===== src/hdl/cfp_pkg.sv =====
// shared types and constants for the control frame parser
package cfp_pkg;

   // frame framing bytes and command codes
   localparam logic [7:0] HdrFirst = 8'hAA;
   localparam logic [7:0] HdrSecond = 8'h55;
   localparam logic [7:0] CmdSetTargets = 8'h01;
   localparam logic [7:0] ControlLength = 8'd4;

   // payload length limit default
   localparam int MaxPayloadDefault = 16;

   // held target reset values
   localparam logic [11:0] ServoReset = 12'd1500;
   localparam logic signed [15:0] MotorReset = 16'sd0;

   // configuration register reset values
   localparam logic [11:0] ServoMinReset = 12'd500;
   localparam logic [11:0] ServoMaxReset = 12'd2500;
   localparam logic [14:0] MotorLimitReset = 15'd3000;

   // configuration register indexes
   localparam int CsrAddrW = 4;
   localparam logic [1:0] RegServoMin = 2'd0;
   localparam logic [1:0] RegServoMax = 2'd1;
   localparam logic [1:0] RegMotorLimit = 2'd2;

   // configuration values seen by the datapath
   typedef struct packed {
      logic [11:0] servo_floor;
      logic [11:0] servo_ceiling;
      logic [14:0] motor_limit;
   } cfg_type;

   // one result transfer
   typedef struct packed {
      logic              frame_good;
      logic [7:0]        command_code;
      logic              control_applied;
      logic [11:0]       servo_target;
      logic signed [15:0] motor_target;
   } rsp_type;

endpackage


===== src/hdl/cfp_csr.sv =====
// apb-style configuration registers for the control frame parser
module cfp_csr
   import cfp_pkg::*;
(
   input  logic                clock,
   input  logic                reset,
   input  logic                psel,
   input  logic                penable,
   input  logic                pwrite,
   input  logic [CsrAddrW-1:0] paddr,
   input  logic [31:0]         pwdata,
   output logic [31:0]         prdata,
   output logic                pready,
   output cfg_type             cfg
);

   cfg_type    cfg_ff;
   cfg_type    cfg_in;
   logic       wr_en;
   logic [1:0] reg_idx;

   assign pready  = 1'b1;
   assign reg_idx = paddr[3:2];
   assign wr_en   = psel && penable && pwrite;
   assign cfg     = cfg_ff;

   // register write decode, unknown indexes are ignored
   always_comb begin
      cfg_in = cfg_ff;
      if (wr_en) begin
         case (reg_idx)
            RegServoMin:   cfg_in.servo_floor   = pwdata[11:0];
            RegServoMax:   cfg_in.servo_ceiling = pwdata[11:0];
            RegMotorLimit: cfg_in.motor_limit   = pwdata[14:0];
            default:       cfg_in = cfg_ff;
         endcase
      end
   end

   always_ff @(posedge clock) begin
      if (reset) begin
         cfg_ff.servo_floor   <= ServoMinReset;
         cfg_ff.servo_ceiling <= ServoMaxReset;
         cfg_ff.motor_limit   <= MotorLimitReset;
      end else begin
         cfg_ff <= cfg_in;
      end
   end

   // read back
   always_comb begin
      case (reg_idx)
         RegServoMin:   prdata = {20'd0, cfg_ff.servo_floor};
         RegServoMax:   prdata = {20'd0, cfg_ff.servo_ceiling};
         RegMotorLimit: prdata = {17'd0, cfg_ff.motor_limit};
         default:       prdata = 32'd0;
      endcase
   end

endmodule


===== src/hdl/cfp_parser.sv =====
// frame state machine, checksum and target clamping
module cfp_parser
   import cfp_pkg::*;
#(
   parameter int MAX_PAYLOAD = MaxPayloadDefault
) (
   input  logic       clock,
   input  logic       reset,
   input  logic       go,
   input  logic [7:0] rx_byte,
   input  cfg_type    cfg,
   output logic       at_checksum,
   output logic       emit,
   output rsp_type    rsp
);

   localparam int IdxW = $clog2(MAX_PAYLOAD + 1);
   localparam logic [8:0] MaxLen = 9'(MAX_PAYLOAD);
   localparam logic [IdxW-1:0] HeadDepth = IdxW'(4);

   typedef enum logic [2:0] {
      PH_HDR1,
      PH_HDR2,
      PH_CMD,
      PH_LEN,
      PH_DATA,
      PH_CHK
   } phase_type;

   phase_type          phase_ff, phase_in;
   logic [7:0]         cmd_ff, cmd_in;
   logic [7:0]         len_ff, len_in;
   logic [IdxW-1:0]    idx_ff, idx_in;
   logic [IdxW-1:0]    idx_plus;
   logic [7:0]         xor_ff, xor_in;
   logic [11:0]        servo_ff, servo_in;
   logic signed [15:0] motor_ff, motor_in;
   logic [7:0]         head_ff [4];
   logic               head_wr;

   logic               good;
   logic               apply;
   logic [15:0]        servo_raw;
   logic [15:0]        servo_lo;
   logic [15:0]        servo_cl;
   logic signed [16:0] motor_raw;
   logic signed [16:0] lim_pos;
   logic signed [16:0] lim_neg;
   logic signed [16:0] motor_cl;

   assign idx_plus    = idx_ff + 1'b1;
   assign at_checksum = (phase_ff == PH_CHK);
   assign emit        = go && at_checksum;

   // checksum compare and control decode
   assign good  = (xor_ff == rx_byte);
   assign apply = good && (cmd_ff == CmdSetTargets) && (len_ff == ControlLength);

   // servo clamp, lower bound first then upper
   assign servo_raw = {head_ff[0], head_ff[1]};
   assign servo_lo  = (servo_raw < {4'd0, cfg.servo_floor}) ?
                      {4'd0, cfg.servo_floor} : servo_raw;
   assign servo_cl  = (servo_lo > {4'd0, cfg.servo_ceiling}) ?
                      {4'd0, cfg.servo_ceiling} : servo_lo;

   // motor clamp to plus or minus the limit
   assign motor_raw = 17'(signed'({head_ff[2], head_ff[3]}));
   assign lim_pos   = signed'({2'b00, cfg.motor_limit});
   assign lim_neg   = -lim_pos;
   always_comb begin
      motor_cl = motor_raw;
      if (motor_raw > lim_pos) begin
         motor_cl = lim_pos;
      end
      if (motor_raw < lim_neg) begin
         motor_cl = lim_neg;
      end
   end

   // next state for the byte under work
   always_comb begin
      phase_in = phase_ff;
      cmd_in   = cmd_ff;
      len_in   = len_ff;
      idx_in   = idx_ff;
      xor_in   = xor_ff;
      servo_in = servo_ff;
      motor_in = motor_ff;
      head_wr  = 1'b0;
      case (phase_ff)
         PH_HDR1: begin
            if (rx_byte == HdrFirst) begin
               xor_in   = 8'd0;
               phase_in = PH_HDR2;
            end
         end
         PH_HDR2: begin
            if (rx_byte == HdrSecond) begin
               phase_in = PH_CMD;
            end else if (rx_byte != HdrFirst) begin
               phase_in = PH_HDR1;
            end
         end
         PH_CMD: begin
            cmd_in   = rx_byte;
            xor_in   = xor_ff ^ rx_byte;
            phase_in = PH_LEN;
         end
         PH_LEN: begin
            len_in = rx_byte;
            xor_in = xor_ff ^ rx_byte;
            idx_in = '0;
            if (rx_byte == 8'd0) begin
               phase_in = PH_CHK;
            end else if ({1'b0, rx_byte} <= MaxLen) begin
               phase_in = PH_DATA;
            end else begin
               phase_in = PH_HDR1;
            end
         end
         PH_DATA: begin
            head_wr = (idx_ff < HeadDepth);
            xor_in  = xor_ff ^ rx_byte;
            idx_in  = idx_plus;
            if (9'(idx_plus) >= {1'b0, len_ff}) begin
               phase_in = PH_CHK;
            end
         end
         PH_CHK: begin
            phase_in = PH_HDR1;
            if (apply) begin
               servo_in = servo_cl[11:0];
               motor_in = motor_cl[15:0];
            end
         end
         default: begin
            phase_in = PH_HDR1;
         end
      endcase
   end

   // result for a checksum byte
   always_comb begin
      rsp.frame_good      = good;
      rsp.command_code    = cmd_ff;
      rsp.control_applied = apply;
      rsp.servo_target    = servo_in;
      rsp.motor_target    = motor_in;
   end

   // parser state
   always_ff @(posedge clock) begin
      if (reset) begin
         phase_ff <= PH_HDR1;
         cmd_ff   <= 8'd0;
         len_ff   <= 8'd0;
         idx_ff   <= '0;
         xor_ff   <= 8'd0;
         servo_ff <= ServoReset;
         motor_ff <= MotorReset;
      end else if (go) begin
         phase_ff <= phase_in;
         cmd_ff   <= cmd_in;
         len_ff   <= len_in;
         idx_ff   <= idx_in;
         xor_ff   <= xor_in;
         servo_ff <= servo_in;
         motor_ff <= motor_in;
      end
   end

   // first four payload bytes
   always_ff @(posedge clock) begin
      if (go && head_wr) begin
         head_ff[idx_ff[1:0]] <= rx_byte;
      end
   end

endmodule


===== src/hdl/cfp_out.sv =====
// result register for the response channel
module cfp_out
   import cfp_pkg::*;
(
   input  logic    clock,
   input  logic    reset,
   input  logic    load,
   input  rsp_type rsp_next,
   input  logic    rsp_stall,
   output logic    slot_free,
   output logic    rsp_valid,
   output rsp_type rsp
);

   logic    valid_ff, valid_in;
   rsp_type rsp_ff;

   assign slot_free = !valid_ff || !rsp_stall;
   assign rsp_valid = valid_ff;
   assign rsp       = rsp_ff;

   // hold until the transfer completes
   always_comb begin
      if (load) begin
         valid_in = 1'b1;
      end else if (!rsp_stall) begin
         valid_in = 1'b0;
      end else begin
         valid_in = valid_ff;
      end
   end

   always_ff @(posedge clock) begin
      if (reset) begin
         valid_ff <= 1'b0;
      end else begin
         valid_ff <= valid_in;
      end
   end

   always_ff @(posedge clock) begin
      if (load) begin
         rsp_ff <= rsp_next;
      end
   end

endmodule


===== src/hdl/control_frame_parser.sv =====
// Control frame parser: takes one received byte per transfer and tracks frames of the form
// 0xAA 0x55, command, length, payload (up to MAX_PAYLOAD bytes), XOR checksum. One byte is
// taken every cycle unless req_stall is raised; a byte passes through an input register
// and the parser state update into the result register. Only checksum bytes produce a
// result; header, command, length and payload bytes, and frames with an oversize length,
// produce none. A byte waits in the input register only while it is a checksum byte and
// the result register holds an untaken result. A good command 0x01 frame with a 4-byte
// payload loads the held servo target (clamped to the servo floor and ceiling registers)
// and motor target (clamped to +/- motor_limit). The configuration registers sit at byte
// addresses 0, 4 and 8; the user must write them only while idle, unenforced by the block.
module control_frame_parser
   import cfp_pkg::*;
#(
   parameter int MAX_PAYLOAD = MaxPayloadDefault
) (
   input  logic                clock,
   input  logic                reset,
   // received byte channel
   input  logic                req_valid,
   output logic                req_stall,
   input  logic [7:0]          req_rx_byte,
   // result channel
   output logic                rsp_valid,
   input  logic                rsp_stall,
   output logic                rsp_frame_good,
   output logic [7:0]          rsp_command_code,
   output logic                rsp_control_applied,
   output logic [11:0]         rsp_servo_target,
   output logic signed [15:0]  rsp_motor_target,
   // configuration port
   input  logic                psel,
   input  logic                penable,
   input  logic                pwrite,
   input  logic [CsrAddrW-1:0] paddr,
   input  logic [31:0]         pwdata,
   output logic [31:0]         prdata,
   output logic                pready
);

   cfg_type    cfg;
   rsp_type    rsp_next;
   rsp_type    rsp_q;
   logic       in_valid_ff, in_valid_in;
   logic [7:0] in_byte_ff;
   logic       go;
   logic       at_checksum;
   logic       emit;
   logic       slot_free;
   logic       accept;

   cfp_csr u_csr (
      .clock   (clock),
      .reset   (reset),
      .psel    (psel),
      .penable (penable),
      .pwrite  (pwrite),
      .paddr   (paddr),
      .pwdata  (pwdata),
      .prdata  (prdata),
      .pready  (pready),
      .cfg     (cfg)
   );

   // the held byte moves on unless it needs a result slot that is taken
   assign go        = in_valid_ff && (!at_checksum || slot_free);
   assign req_stall = in_valid_ff && !go;
   assign accept    = req_valid && !req_stall;

   // input register
   always_comb begin
      if (accept) begin
         in_valid_in = 1'b1;
      end else if (go) begin
         in_valid_in = 1'b0;
      end else begin
         in_valid_in = in_valid_ff;
      end
   end

   always_ff @(posedge clock) begin
      if (reset) begin
         in_valid_ff <= 1'b0;
      end else begin
         in_valid_ff <= in_valid_in;
      end
   end

   always_ff @(posedge clock) begin
      if (accept) begin
         in_byte_ff <= req_rx_byte;
      end
   end

   cfp_parser #(
      .MAX_PAYLOAD (MAX_PAYLOAD)
   ) u_parser (
      .clock       (clock),
      .reset       (reset),
      .go          (go),
      .rx_byte     (in_byte_ff),
      .cfg         (cfg),
      .at_checksum (at_checksum),
      .emit        (emit),
      .rsp         (rsp_next)
   );

   cfp_out u_out (
      .clock     (clock),
      .reset     (reset),
      .load      (emit),
      .rsp_next  (rsp_next),
      .rsp_stall (rsp_stall),
      .slot_free (slot_free),
      .rsp_valid (rsp_valid),
      .rsp       (rsp_q)
   );

   // result fields
   assign rsp_frame_good      = rsp_q.frame_good;
   assign rsp_command_code    = rsp_q.command_code;
   assign rsp_control_applied = rsp_q.control_applied;
   assign rsp_servo_target    = rsp_q.servo_target;
   assign rsp_motor_target    = rsp_q.motor_target;

endmodule

===== config.mk =====
export PLATFORM = sky130hd
export DESIGN_NAME = control_frame_parser
export DESIGN_NICKNAME = d
export VERILOG_FILES = /design/src/hdl/cfp_pkg.sv /design/src/hdl/cfp_csr.sv /design/src/hdl/cfp_parser.sv /design/src/hdl/cfp_out.sv /design/src/hdl/control_frame_parser.sv
export SDC_FILE = /design/constraint.sdc
export NUM_CORES = 1
export LEC_CHECK = 0
export BUFFER_PORTS_ARGS = -buffer_cell sky130_fd_sc_hd__buf_2
export CORE_MARGIN = 4
export CORE_UTILIZATION = 38
export DETAILED_ROUTE_END_ITERATION = 10
export PLACE_DENSITY_LB_ADDON = 0.3
export SYNTH_ARGS = -nofsm -noshare
export SYNTH_HDL_FRONTEND = slang
export SYNTH_SLANG_ARGS = --single-unit

===== constraint.sdc =====
create_clock -name clock -period 12.4 [get_ports clock]
set_input_delay 2.48 -clock clock [delete_from_list [all_inputs] [get_ports clock]]
set_output_delay 2.48 -clock clock [all_outputs]
set_load 0.005 [all_outputs]

==> run_results.csv, run 1 <==
group,metric,value,unit
place,gp_congestion,0.908,
synth,synthesis.area,9370,µm²
clocking,cts.sinks,179,
setup_path,cp_slowest_stage_delay,0.48,ns
routing,postRouteAntennaNets,0,
global_routing,gr-usage-all-layers,17.5,%
layout,area_growth,13.3,%
place,post-place-cells,1362,
setup_path,path_buf_inv,3,
routing,drt-initial-drc-count,548,
power,power.ir.vdd_worst,90.1,µV
setup_path,ff2ff_path_depth,14,
die,die_y,165,µm
layout,final_util,43.6,%
setup_path,startpoint,"paddr[3]",
routing,routed-via-count,7184,
setup_path,cpMaxStageDelayCell,"nor2b_1",
run,cap_violations,0,
place,dpl_cell_area,9990,µm²
min_path,hold_path.startpoint,"u_parser.servo_ff[0]",
layout,drive_gt1_share,14.1,%
layout,stdcell_count,1394,
setup_path,startpoint_type,"input pin",
timing,setup_violations,0,
timing,period_needed,6.49,ns
setup_path,cpLargestDelayFamily,"buffers and inverters",
min_path,hp-class,"reg2reg",
routing,drt_pass1_iterations,5,
layout,design_area,10600,µm²
clocking,cts_setup_buffers,0,
clocking,clockRootBuffer,"clkbuf_16",
place,dp_hpwl,17200,µm
layout,nFillCells,2361,
clocking,postCtsHoldBufs,0,
synth,synth_area_per_cell,9.41,µm²
layout,final_nets,1172,
die,die_area,27200,µm²
die,num_rows,57,
synth,synthMuxAreaShare,7.74,%
synth,async_flop_share,0,%
timing,tightest_slew,1.17,ns
synth,synth_seq_cells,179,
synth,yosysUniqueCellTypes,52,
place,port_buffers,86,
synth,synth_top_family_by_area,"simple AND/OR/NAND/NOR gates",
clocking,clock_latency,0.43,ns
outcome,status,"completed",
clocking,cts_resized,0,
routing,wire_per_inst,16.9,µm
clocking,clock_path_buffers,2,
synth,synth_adder_area_share,8.55,%
global_routing,grt_max_degree,70,
timing,slew_violations,0,
global_routing,grt_pass1_wl,36800,µm
timing,fin_setup_tns,0,ns
die,ios,124,
clocking,htreeDepth,4,
layout,multiInputGateArea,4560,µm²
setup_path,crit_required,9.92,ns
die,start_util,38.5,%
min_path,holdPathStages,2,
power,leakage,4.20,nW
layout,register_area,4360,µm²
global_routing,grt_overflow,0,
synth,yosysWarnings,0,
routing,vias_per_cell,5.15,
power,power_density,118,nW/µm²
synth,synth_compound_area_share,14.1,%
setup_path,cp_max_fo,17,
setup_path,critPathArrivalTime,4.01,ns
min_path,hold_end,"u_parser.servo_ff[0]",
setup_path,r2r_slack,7.44,ns
setup_path,path_class,"in2out",
clocking,cts_tree,"done",
synth,synth-seq-area-share,46.6,%
layout,antenna_cells,0,
global_routing,grt_pass1_vias,6685,
synth,synth-simple-area-share,15.2,%
die,core,24300,µm²
setup_path,rr_endpoint,"u_out.rsp[23]",
synth,synth_edf_count,78,
global_routing,antenna_found_initial,0,
timing,finalHoldViolCount,0,
timing,period_share,52.3,%
setup_path,cp_cell_sequence,"buf_2 -> nor2b_1 -> buf_4 -> nand2_1 -> o21ai_0 -> buf_2",
setup_path,cpMostUsedCell,"buf_2",
synth,synth_ff_type,"dfxtp_1",
die,die_w,165,µm
setup_path,critPathCaptureType,"primary output",
timing,maxClockFrequency,0.154,GHz
timing,rsz0062_at_grt,"no",
synth,syn_inst,996,
routing,drc,0,
timing,fin_skew,0.0127,ns
clocking,path_clk_slew,0.07,ns
routing,routed_wl,23600,µm
setup_path,r2r-start,"u_parser.head_ff[1][4]",
synth,synth_xor_area_share,2.06,%
clocking,cts_made_buffers,17,
timing,slew-limit-headroom,21.3,%
setup_path,worst-path-stages,6,
-- kinds of logic after synthesis --
family	after synthesis
AOI/OAI and AO/OA	234
xor gates and xnor gates	22
muxes	69
adders and majority gates	64
DFF	179
buffers and inverters	117
and+or+nand+nor	309
other	2
-- layout by cell type, fill, tap and decap left out, types with 3 or more instances in the layout --
cell type and instances:
a31oi_1 3, nor2_1 55, nand2b_1 4, buf_2 86, a21o_1 10, a211oi_1 5, nand2_1 155, conb_1 18
nor2b_1 7, edfxtp_1 78, o211ai_1 21, o21ai_1 7, inv_1 51, or3_1 3, dfxtp_1 101, o31ai_1 3
nand3b_1 10, nor4_1 9, buf_4 6, clkbuf_16 17, xor2_1 10, mux2_2 20, o21a_1 3, bufinv_16 4
a21oi_1 98, nor3_1 6, o21ai_0 73, mux2i_1 47, ha_1 64, nand3_1 20, clkbuf_1 4, nand4_1 12
xnor2_1 12, and2_1 15
-- report_power, final --
group	internal [W]	leakage, nW	switching [W]
sequential	0.000618	1.58	0.0000128
clock	0.000349	0.298	0.000225
combinational	0.0000159	2.33	0.0000287
-- per-stage QoR --
step                      hold WS, ns  power [W]  setup WS (ns)
final                           0.453    0.00125           5.91
after global routing            0.474    0.00129           5.87
after CTS                       0.454    0.00126           5.94
after detailed placement        0.445   0.000688           5.95
after global placement          0.439   0.000688           5.94
after floorplan                 0.421   0.000668           6.38
-- metal layers --
| layer | vias up | track usage (%) | routed length (µm) |
|---|---|---|---|
| met4 | 0 | 5.33 | 490 |
| li1 | 3614 | - | - |
| met5 | - | 0 | 0 |
| met2 | 188 | 27.7 | 10600 |
| met3 | 27 | 2.57 | 1150 |
| met1 | 3355 | 24.8 | 11400 |
-- sequential cells by signal (all words and copies together) (netlist names) --
name,count
u_csr.cfg,39
u_out.rsp,38
u_parser.phase_ff,3
u_out.rsp_valid,1
in_valid_ff,1
u_parser.head_ff,32
u_parser.servo_ff,12
in_byte_ff,8
u_parser.motor_ff,16
u_parser.len_ff,8
u_parser.cmd_ff,8
u_parser.xor_ff,8
u_parser.idx_ff,5
-- layout make-up --
cell class	count	area share (%)
Clock buffer	23	4.41
Clock inverter	9	1.45
Inverter	51	1.80
Multi-Input combinational cell	716	42.9
Sequential cell	179	41.1
Tap cell	324	3.82
Timing Repair Buffer	92	4.48
-- cell usage after synthesis (2+ instances only) --
cell | count | area (µm²)
a211o_1 | 2 | 17.5
a211oi_1 | 5 | 37.5
a21o_1 | 10 | 75.1
a21oi_1 | 100 | 500
a31oi_1 | 3 | 18.8
and2_1 | 15 | 93.8
and3_1 | 2 | 12.5
and4_1 | 2 | 17.5
buf_2 | 10 | 50.1
buf_4 | 20 | 150
clkbuf_1 | 34 | 128
conb_1 | 2 | 7.51
dfxtp_1 | 101 | 2020
edfxtp_1 | 78 | 2340
ha_1 | 64 | 801
inv_1 | 51 | 191
mux2_2 | 20 | 225
mux2_4 | 2 | 30.0
mux2i_1 | 47 | 470
nand2_1 | 155 | 582
nand2b_1 | 4 | 25.0
nand3_1 | 20 | 100
nand3b_1 | 10 | 75.1
nand4_1 | 12 | 75.1
nor2_1 | 55 | 206
nor2b_1 | 7 | 43.8
nor3_1 | 7 | 35.0
nor3b_1 | 2 | 15.0
nor4_1 | 9 | 56.3
o211ai_1 | 21 | 158
o21a_1 | 3 | 22.5
o21ai_0 | 74 | 370
o21ai_1 | 6 | 30.0
o31ai_1 | 3 | 22.5
or3_1 | 3 | 18.8
xnor2_1 | 12 | 105
xor2_1 | 10 | 87.6
-- how the worst max path moves through the flow --
stage	endpoint	slack [ns]
2_1_floorplan	prdata[10]	6.38
3_3_place_gp	prdata[0]	5.94
3_5_place_dp	prdata[0]	5.95
4_1_cts	prdata[0]	5.94
5_1_grt	prdata[0]	5.87
6_report	prdata[0]	5.91
-- tightest hold or removal path: stages, from the launching register on --
cell and delay [ns]:
dfxtp_1 0.31, nand2_1 0.05, a21oi_1 0.05
Power figures use the tool's default switching activity.
==> inputs of run 2 (changes only) <==
- clock period: 12.4 -> 5.6 ns (I/O delays scaled with it)
==> run_results.csv, run 2 (synthesized netlist as in run 1, its figures left out) <==
group,metric,value,unit
outcome,status,"completed",
clocking,cts_tree,"done",
clocking,cts_setup_buffers,0,
routing,wire_per_inst,16.7,µm
timing,tightest_slew,1.14,ns
clocking,path_clk_slew,0.07,ns
place,dp_hpwl,17200,µm
layout,final_cell_mix,"nand2_1 (155), dfxtp_1 (101), a21oi_1 (98)",
clocking,cts.sinks,179,
layout,drive_gt1_share,14.4,%
routing,vias_per_cell,5.08,
clocking,htreeDepth,4,
global_routing,grt_pass1_vias,6591,
clocking,cts_resized,0,
run,cap_violations,0,
clocking,clockRootBuffer,"clkbuf_16",
min_path,hp-class,"reg2reg",
layout,final_nets,1175,
setup_path,cp_cell_sequence,"ha_1 -> a21o_1 -> a21o_1 -> a221o_1 -> a31oi_2 -> buf_4 -> mux2_2 -> ha_1 -> o21a_1 -> o21a_1 -> o21ai_0 -> a21oi_1 -> o21ai_2 -> buf_4 -> mux2i_1 -> o21ai_0",
setup_path,cp_slowest_stage_delay,0.42,ns
place,dpl_cell_area,10000,µm²
layout,nFillCells,2344,
timing,rsz0062_at_grt,"no",
global_routing,grtUsageMet2,27.4,%
timing,period_needed,4.43,ns
clocking,clock_path_buffers,2,
routing,postRouteAntennaNets,0,
die,start_util,38.5,%
setup_path,critPathCaptureType,"flop",
setup_path,crit_required,5.73,ns
timing,finalHoldViolCount,0,
timing,fin_setup_tns,0,ns
clocking,postCtsHoldBufs,0,
timing,period_share,79.0,%
global_routing,grtUsageMet3,2.75,%
power,power.ir.vdd_worst,157,µV
power,leakage,4.22,nW
setup_path,path_buf_inv,2,
die,die_y,165,µm
global_routing,grt_pass1_wl,36200,µm
clocking,cts_made_buffers,17,
power,power_density,260,nW/µm²
timing,setup_violations,0,
setup_path,startpoint_type,"flop",
clocking,clock_latency,0.42,ns
routing,routed_wl,23300,µm
setup_path,path_class,"reg2reg",
die,num_rows,57,
timing,fin_skew,0.0141,ns
layout,register_area,4360,µm²
layout,design_area,10600,µm²
routing,drt-initial-drc-count,478,
die,die_w,165,µm
place,gp_congestion,0.872,
layout,antenna_cells,0,
die,ios,124,
routing,drc,0,
global_routing,grt_max_degree,70,
global_routing,met1_usage,24.5,%
layout,area_growth,13.5,%
setup_path,cpMaxStageDelayCell,"edfxtp_1",
routing,routed-via-count,7093,
timing,slew-limit-headroom,23.3,%
place,port_buffers,86,
timing,slew_violations,0,
die,die_area,27200,µm²
setup_path,cp_max_fo,14,
routing,drt_pass1_iterations,4,
layout,largest_reg_flops,39,
setup_path,critPathArrivalTime,4.56,ns
global_routing,grt_overflow,0,
global_routing,antenna_found_initial,0,
timing,maxClockFrequency,0.226,GHz
layout,multiInputGateArea,4560,µm²
global_routing,busiest_layer,"met2",
setup_path,cpLargestDelayFamily,"compound AO/OA/AOI/OAI gates",
die,core,24300,µm²
global_routing,gr-usage-all-layers,17.2,%
layout,layout_commonest_cell,"nand2_1",
-- run 2: cell types whose count changed in the layout (fill, tap and decap cells not counted) --
cell / previous run / this run
inv_6: 1 / 2
clkbuf_8: 2 / 1
clkinv_2: 2 / 1
inv_8: 0 / 1
clkbuf_1: 4 / 1
buf_4: 6 / 9
clkinv_1: 0 / 3
-- run 2: layer usage --
metal  routed length, µm  up-vias
met1               11400     3318
met5                   0        -
met3                1090       21
li1                    -     3602
met4                 303        0
met2               10600      152
-- run 2: path summary, 6_finish.rpt --
path	startpoint	endpoint	slack, ns	cells past startpoint
worst max-delay path	u_parser.head_ff[1][4]	u_out.rsp[23]	1.17	16
worst max register to register	u_parser.head_ff[1][4]	u_out.rsp[23]	1.17	16
worst min-delay path	u_parser.motor_ff[1]	u_parser.motor_ff[1]	0.45	2
worst min register to register	u_parser.motor_ff[1]	u_parser.motor_ff[1]	0.45	2
-- run 2: cell type report --
type,instances,share of cell area [%]
tap,324,3.81
clock inverter,13,1.69
multi-input combinational,716,42.8
sequential,179,41.0
timing repair buffer,95,4.68
inverter,51,1.80
clock buffer,19,4.16
-- run 2: power breakdown --
group	internal, W	total, W	switching, W
registers	0.00137	0.00140	0.0000272
clock network	0.000761	0.00127	0.000513
logic	0.0000353	0.000100	0.0000651
total	0.00216	0.00277	0.000605
-- run 2: per-stage QoR --
step | std cells | power [W] | setup WS [ns] | hold slack [ns] | utilization, %
after floorplan | 1012 | 0.00148 | 1.59 | 0.421 | -
after global placement | 1365 | 0.00152 | 1.20 | 0.439 | 41.2
after detailed placement | 1365 | 0.00152 | 1.17 | 0.445 | 41.2
after CTS | 1397 | 0.00279 | 1.17 | 0.454 | 43.7
after global routing | 1397 | 0.00286 | 0.882 | 0.478 | 43.7
final | 1397 | 0.00277 | 1.17 | 0.453 | 43.7
-- run 2: tightest hold or removal path: stages, from the launching register on --
cell and delay (ns):
dfxtp_1 0.31, nand2_1 0.05, a21oi_1 0.05
